--- src/rtl/core/elr_pkg.sv ---
// types, widths and opcodes of the ellipse label rasterizer
// no dependencies; used by every module of the block

`default_nettype none

package elr_pkg;

   localparam int NUM_SLOTS    = 32;
   localparam int IMAGE_WIDTH  = 1024;
   localparam int IMAGE_HEIGHT = 1024;

   localparam int COORD_W = 10;
   localparam int SLOT_W  = 5;
   localparam int LBL_W   = 8;
   localparam int SQ_W    = 2 * COORD_W;
   localparam int PROD_W  = 2 * SQ_W;
   localparam int ID_NEED = $clog2(NUM_SLOTS);
   localparam int ID_W    = (ID_NEED > SLOT_W) ? ID_NEED : SLOT_W;

   // request to response, in clock cycles
   localparam int LATENCY = NUM_SLOTS + 4;

   localparam logic OP_LOAD     = 1'b0;
   localparam logic OP_CLASSIFY = 1'b1;

   typedef struct packed {
      logic               opcode;
      logic [SLOT_W-1:0]  slot;
      logic [COORD_W-1:0] center_x;
      logic [COORD_W-1:0] center_y;
      logic [COORD_W-1:0] radius_x;
      logic [COORD_W-1:0] radius_y;
      logic [LBL_W-1:0]   label;
      logic [COORD_W-1:0] pixel_x;
      logic [COORD_W-1:0] pixel_y;
   } req_type;

   typedef struct packed {
      logic [LBL_W-1:0] pixel_label;
      logic             hit;
   } rsp_type;

   // item moving down the chain, one cell per cycle
   typedef struct packed {
      logic               vld;
      logic               op;
      logic [SLOT_W-1:0]  slot;
      logic [COORD_W-1:0] cx;
      logic [COORD_W-1:0] cy;
      logic [SQ_W-1:0]    rx2;
      logic [SQ_W-1:0]    ry2;
      logic [PROD_W-1:0]  rr;
      logic [LBL_W-1:0]   lbl;
      logic               nz;
      logic [COORD_W-1:0] px;
      logic [COORD_W-1:0] py;
      logic               inimg;
   } fwd_type;

   // running answer, trails the item down the chain
   typedef struct packed {
      logic             cls;
      logic             inimg;
      logic [LBL_W-1:0] lbl;
      logic             hit;
   } acc_type;

endpackage

`default_nettype wire

--- src/rtl/core/elr_cell.sv ---
// one table slot: stores an ellipse and tests passing pixels against it
// depends on elr_pkg

`default_nettype none

module elr_cell (
   input  wire logic                  clock,
   input  wire logic                  reset,
   input  wire logic [elr_pkg::ID_W-1:0] id,
   input  wire elr_pkg::fwd_type      fwd_in,
   input  wire elr_pkg::acc_type      acc_in,
   output elr_pkg::fwd_type           fwd_out,
   output elr_pkg::acc_type           acc_out
);
   import elr_pkg::*;

   // stored entry
   logic [COORD_W-1:0] cx_ff, cy_ff;
   logic [SQ_W-1:0]    rx2_ff, ry2_ff;
   logic [PROD_W-1:0]  rr_ff;
   logic [LBL_W-1:0]   lbl_ff;
   logic               use_ff;
   logic               load;

   // stage one
   logic [COORD_W-1:0] dx, dy;
   logic [SQ_W-1:0]    sqx_ff, sqx_in, sqy_ff, sqy_in;
   logic [SQ_W-1:0]    s1_rx2_ff, s1_ry2_ff;
   logic [PROD_W-1:0]  s1_rr_ff;
   logic [LBL_W-1:0]   s1_lbl_ff;
   logic               s1_act_ff;

   // stage two
   logic [PROD_W-1:0]  px2_ff, px2_in, py2_ff, py2_in;
   logic [PROD_W-1:0]  s2_rr_ff;
   logic [LBL_W-1:0]   s2_lbl_ff;
   logic               s2_act_ff;

   logic [PROD_W:0]    lhs;
   logic               match;
   fwd_type            fwd_ff, fwd_nx_in;
   acc_type            acc_ff, acc_nx_in;

   assign load = fwd_in.vld && (fwd_in.op == OP_LOAD) && (ID_W'(fwd_in.slot) == id);

   always_comb begin
      dx     = (fwd_in.px >= cx_ff) ? (fwd_in.px - cx_ff) : (cx_ff - fwd_in.px);
      dy     = (fwd_in.py >= cy_ff) ? (fwd_in.py - cy_ff) : (cy_ff - fwd_in.py);
      sqx_in = SQ_W'(dx) * SQ_W'(dx);
      sqy_in = SQ_W'(dy) * SQ_W'(dy);
   end

   always_comb begin
      px2_in = PROD_W'(sqx_ff) * PROD_W'(s1_ry2_ff);
      py2_in = PROD_W'(sqy_ff) * PROD_W'(s1_rx2_ff);
   end

   always_comb begin
      lhs           = {1'b0, px2_ff} + {1'b0, py2_ff};
      match         = s2_act_ff && (lhs <= {1'b0, s2_rr_ff});
      acc_nx_in     = acc_in;
      acc_nx_in.cls = acc_in.cls && !reset;
      if (match) begin
         acc_nx_in.lbl = s2_lbl_ff;
         acc_nx_in.hit = 1'b1;
      end
      fwd_nx_in     = fwd_in;
      fwd_nx_in.vld = fwd_in.vld && !reset;
   end

   always_ff @(posedge clock) begin
      if (load) begin
         cx_ff  <= fwd_in.cx;
         cy_ff  <= fwd_in.cy;
         rx2_ff <= fwd_in.rx2;
         ry2_ff <= fwd_in.ry2;
         rr_ff  <= fwd_in.rr;
         lbl_ff <= fwd_in.lbl;
      end
      sqx_ff    <= sqx_in;
      sqy_ff    <= sqy_in;
      s1_rx2_ff <= rx2_ff;
      s1_ry2_ff <= ry2_ff;
      s1_rr_ff  <= rr_ff;
      s1_lbl_ff <= lbl_ff;
      px2_ff    <= px2_in;
      py2_ff    <= py2_in;
      s2_rr_ff  <= s1_rr_ff;
      s2_lbl_ff <= s1_lbl_ff;
      fwd_ff    <= fwd_nx_in;
      acc_ff    <= acc_nx_in;
      if (reset) begin
         use_ff    <= 1'b0;
         s1_act_ff <= 1'b0;
         s2_act_ff <= 1'b0;
      end else begin
         if (load) begin
            use_ff <= fwd_in.nz;
         end
         s1_act_ff <= use_ff;
         s2_act_ff <= s1_act_ff;
      end
   end

   assign fwd_out = fwd_ff;
   assign acc_out = acc_ff;

endmodule

`default_nettype wire

--- config.mk ---
export PLATFORM = sky130hd
export DESIGN_NAME = elr_cell
export DESIGN_NICKNAME = d
export VERILOG_FILES = /design/src/rtl/core/elr_pkg.sv /design/src/rtl/core/elr_cell.sv
export SDC_FILE = /design/constraint.sdc
export NUM_CORES = 2
export LEC_CHECK = 0
export ABC_AREA = 1
export BUFFER_PORTS_ARGS = -buffer_cell sky130_fd_sc_hd__buf_2
export CAP_MARGIN = 25
export CORE_MARGIN = 2
export CORE_UTILIZATION = 68
export DETAILED_ROUTE_END_ITERATION = 7
export MAX_ROUTING_LAYER = met4
export PLACE_DENSITY = 0.95
export SYNTH_ARGS = -nofsm -noshare
export SYNTH_HDL_FRONTEND = slang
export SYNTH_SLANG_ARGS = --single-unit
--- constraint.sdc ---
create_clock -name clock -period 13.15 [get_ports clock]
set_clock_uncertainty 0.05 [all_clocks]
set_input_delay 1.315 -clock clock [delete_from_list [all_inputs] [get_ports clock]]
set_output_delay 1.315 -clock clock [all_outputs]
set_load 0.005 [all_outputs]
==> qor.log <==
INFO  worst_setup_path cp_data_required_time=13,630ps
INFO  grt            antenna_found_initial=7
INFO  synth          netlist.area_leader.share=29.33%
INFO  synth          syn-mean-instance-area=8.681um2
INFO  cts            cts_tree=done
INFO  cells_and_area area_growth=8.578%
INFO  worst_setup_path cp.buffers_inverters=6
INFO  cts            cts-buffers-inserted=53
INFO  worst_setup_path timing.critical_path.from_type=primary input
INFO  detailed_routing drt_drc_violations_left=0
INFO  grt            grt_start_max_net_pins=66
INFO  timing         final-hold-violation-count=0
INFO  die            initial_util=68.75%
INFO  detailed_routing detailedRoute.firstPassIterationCount=7
INFO  die            placement_rows=98
INFO  worst_setup_path slowest_delay=550ps
INFO  worst_setup_path endpoint_kind=flop
INFO  placement      post-dp-hpwl=103,100um
INFO  outcome        outcome=finished, final reports clean
INFO  timing         worst_tran_pin_value=1157ps
INFO  min_path       timing.hold.worst_path_depth=0
INFO  cells_and_area fin_nets=7,291
INFO  worst_setup_path crit_family=adder cells
INFO  cells_and_area fin_util=74.64%
INFO  placement      port_buffers=302
INFO  worst_setup_path arrival=8000ps
INFO  cts            cts_buffer_depth=3
INFO  worst_setup_path cp_common_cell=fa_1
INFO  timing         final_setup_viols=0
INFO  synth          synth_area_leader_cell=fa_1
INFO  detailed_routing detail_route.wl_per_cell=19.23um
INFO  cts            clock-sinks=513
INFO  synth          synthesis.instances=5,661
INFO  die            die_h=272.8um
INFO  cts            post-cts-setup-buffer-count=0
INFO  synth          synthFlopType=dfxtp_1
INFO  synth          synthTopCellsByArea=fa_1 (29%), dfxtp_1 (16%), ha_1 (13%), inv_1 (11%), nand2_1 (9.3%)
INFO  detailed_routing vias=38,970
INFO  grt            grt_pass1_vias=42,910
INFO  synth          seq_cells_post_synth=513
INFO  grt            grt_overflow_total=0
INFO  timing         layout_worst_path_cycle_share=57.18%
INFO  timing         finalSetupTns=0ps
INFO  timing         fmax=133.0MHz
INFO  worst_setup_path timing.setup.critical_path_class=in2reg
INFO  grt            grt_pass1_wl=214,200um
INFO  min_path       worst_hold_path_type=reg2reg
INFO  synth          async_flop_share=0%
INFO  worst_setup_path crit_slowest_cell=fa_1
INFO  cts            ctsHtreeMaxLevel=2
INFO  timing         drv_slew=0
INFO  worst_setup_path maximum_fanout_along_the_worst_path=10
INFO  job            maxCapViolations=0
INFO  cts            clk_latency=650ps
INFO  detailed_routing avgViaCountPerCell=5.647
INFO  detailed_routing ant_nets=0
INFO  detailed_routing dr.first_iter.drc_count=3,665
INFO  cts            count_of_cells_resized_by_post_cts_repair=0
INFO  cts            ctsHoldBuffers=0
INFO  detailed_routing route.final.wire_length=132,700um
INFO  worst_setup_path worstRegToRegCells=24
INFO  grt            grt_use_total=37.87%
INFO  cts            clockRootBuffer=clkbuf_16
INFO  synth          synth_edf_count=108
INFO  timing         relative_slew_slack=22.78%
INFO  cts            cts.reportedPaths.clkPinSlew=70ps
INFO  synth          synth.distinct_cells=60
INFO  timing         rsz0062_at_grt=no
INFO  die            area_of_the_core=71,490um2
INFO  synth          synth-seq-area-share=23.10%
INFO  die            ios=303
INFO  synth          post_synth_instance_area=49,140um2
INFO  timing         finalWorstPathRequiredPeriod=7519ps
INFO  die            die-area=74,440um2
INFO  placement      place_congestion=0.9754
INFO  cells_and_area layout-drive-gt1-share=7.820%
INFO  die            die_w=272.8um
INFO  synth          ys_warn_count=0
INFO  worst_setup_path cp.depth=30
[cell usage after synthesis, drive strengths merged (6+ instances only)]
library cell     n
buf             23
ha             515
nor3            18
a21boi           6
o21ai          118
nand2         1231
xnor2           57
dfxtp          405
nand3           83
a21oi          224
nor4            12
a211oi           6
inv           1433
nand4           22
a21o            22
o2111ai          9
clkbuf         148
o21a            13
fa             720
a31oi           37
o21bai          17
xor2           123
nor2           276
edfxtp         108
[logic make-up after synthesis]
| family | Yosys count | share of synthesized area [%] |
|---|---|---|
| flip-flops | 513 | 23.10 |
| AO/OA/AOI/OAI | 468 | 5.408 |
| AND/OR/NAND/NOR | 1657 | 13.38 |
| buffers and inverters | 1604 | 12.30 |
| other | 2 | 0.01528 |
| adder cells (fa/ha/maj) | 1235 | 42.44 |
| multiplexers | 2 | 0.04328 |
| XOR/XNOR | 180 | 3.315 |
[cell type report]
type	count	area, um2
Clock inverter	38	382.9
Inverter	1433	5386
Antenna cell	6	15.01
Tap cell	950	1189
Multi-Input combinational cell	3562	31820
Fill cell	4590	18130
Sequential cell	513	11350
Clock buffer	62	1413
Timing Repair Buffer	338	1802
[sequential cells by signal, summed over array words and instances (netlist names), 10 cells and up]
name / cells
fwd_out: 137
px2_ff: 40
py2_ff: 40
rr_ff: 40
s1_rr_ff: 40
s2_rr_ff: 40
rx2_ff: 20
ry2_ff: 20
s1_rx2_ff: 20
s1_ry2_ff: 20
sqx_ff: 19
sqy_ff: 19
acc_out: 11
cx_ff: 10
cy_ff: 10
[through the flow]
stage	area (um2)	std cells	worst slack, ps	hold WS (ps)
floorplan	49210	5679	5821	259.6
global placement	51520	6795	5169	260.2
CTS	53320	6895	5697	265.7
finish	53360	6902	5631	268.7
detailed placement	51520	6795	5046	262.1
global route	53360	6901	5167	276.1
[path summary, 6_finish.rpt]
path	from	to	slack [ps]
setup / recovery	fwd_in[1]	sqy_ff[16]	5630
hold / removal	s1_rr_ff[17]	s2_rr_ff[17]	270
setup reg to reg	s1_ry2_ff[6]	px2_ff[35]	5900
hold reg to reg	s1_rr_ff[17]	s2_rr_ff[17]	270
[routing by layer]
metal	up-vias	wire length, um	part of all wire (%)	track usage, %
li1	17340	-	-	-
met4	0	7864	5.9	20.08
met2	2391	63810	48	60.87
met5	-	0	0	-
met3	752	13160	9.9	8.005
met1	18490	47860	36	44.92
[cell usage in the layout (no fill, tap or decap), drive strengths merged, types with 118 or more instances in the layout]
cell / instances
dfxtp: 405
nor2: 276
ha: 515
o21ai: 118
fa: 720
inv: 1442
xor2: 123
a21oi: 224
buf: 338
nand2: 1231
[worst register-to-register path: cells and delay by family, from the launching register on]
family	cells	cell delay, ps
fa+ha+maj	8	3990
flops	1	1090
compound gates	3	710
simple gates	5	700
buf+inv	7	410
xor+xnor	1	160
Power is left out: the tool's default activity adds up to more than one toggle a clock period on the data nets, which glitch-free logic cannot reach.
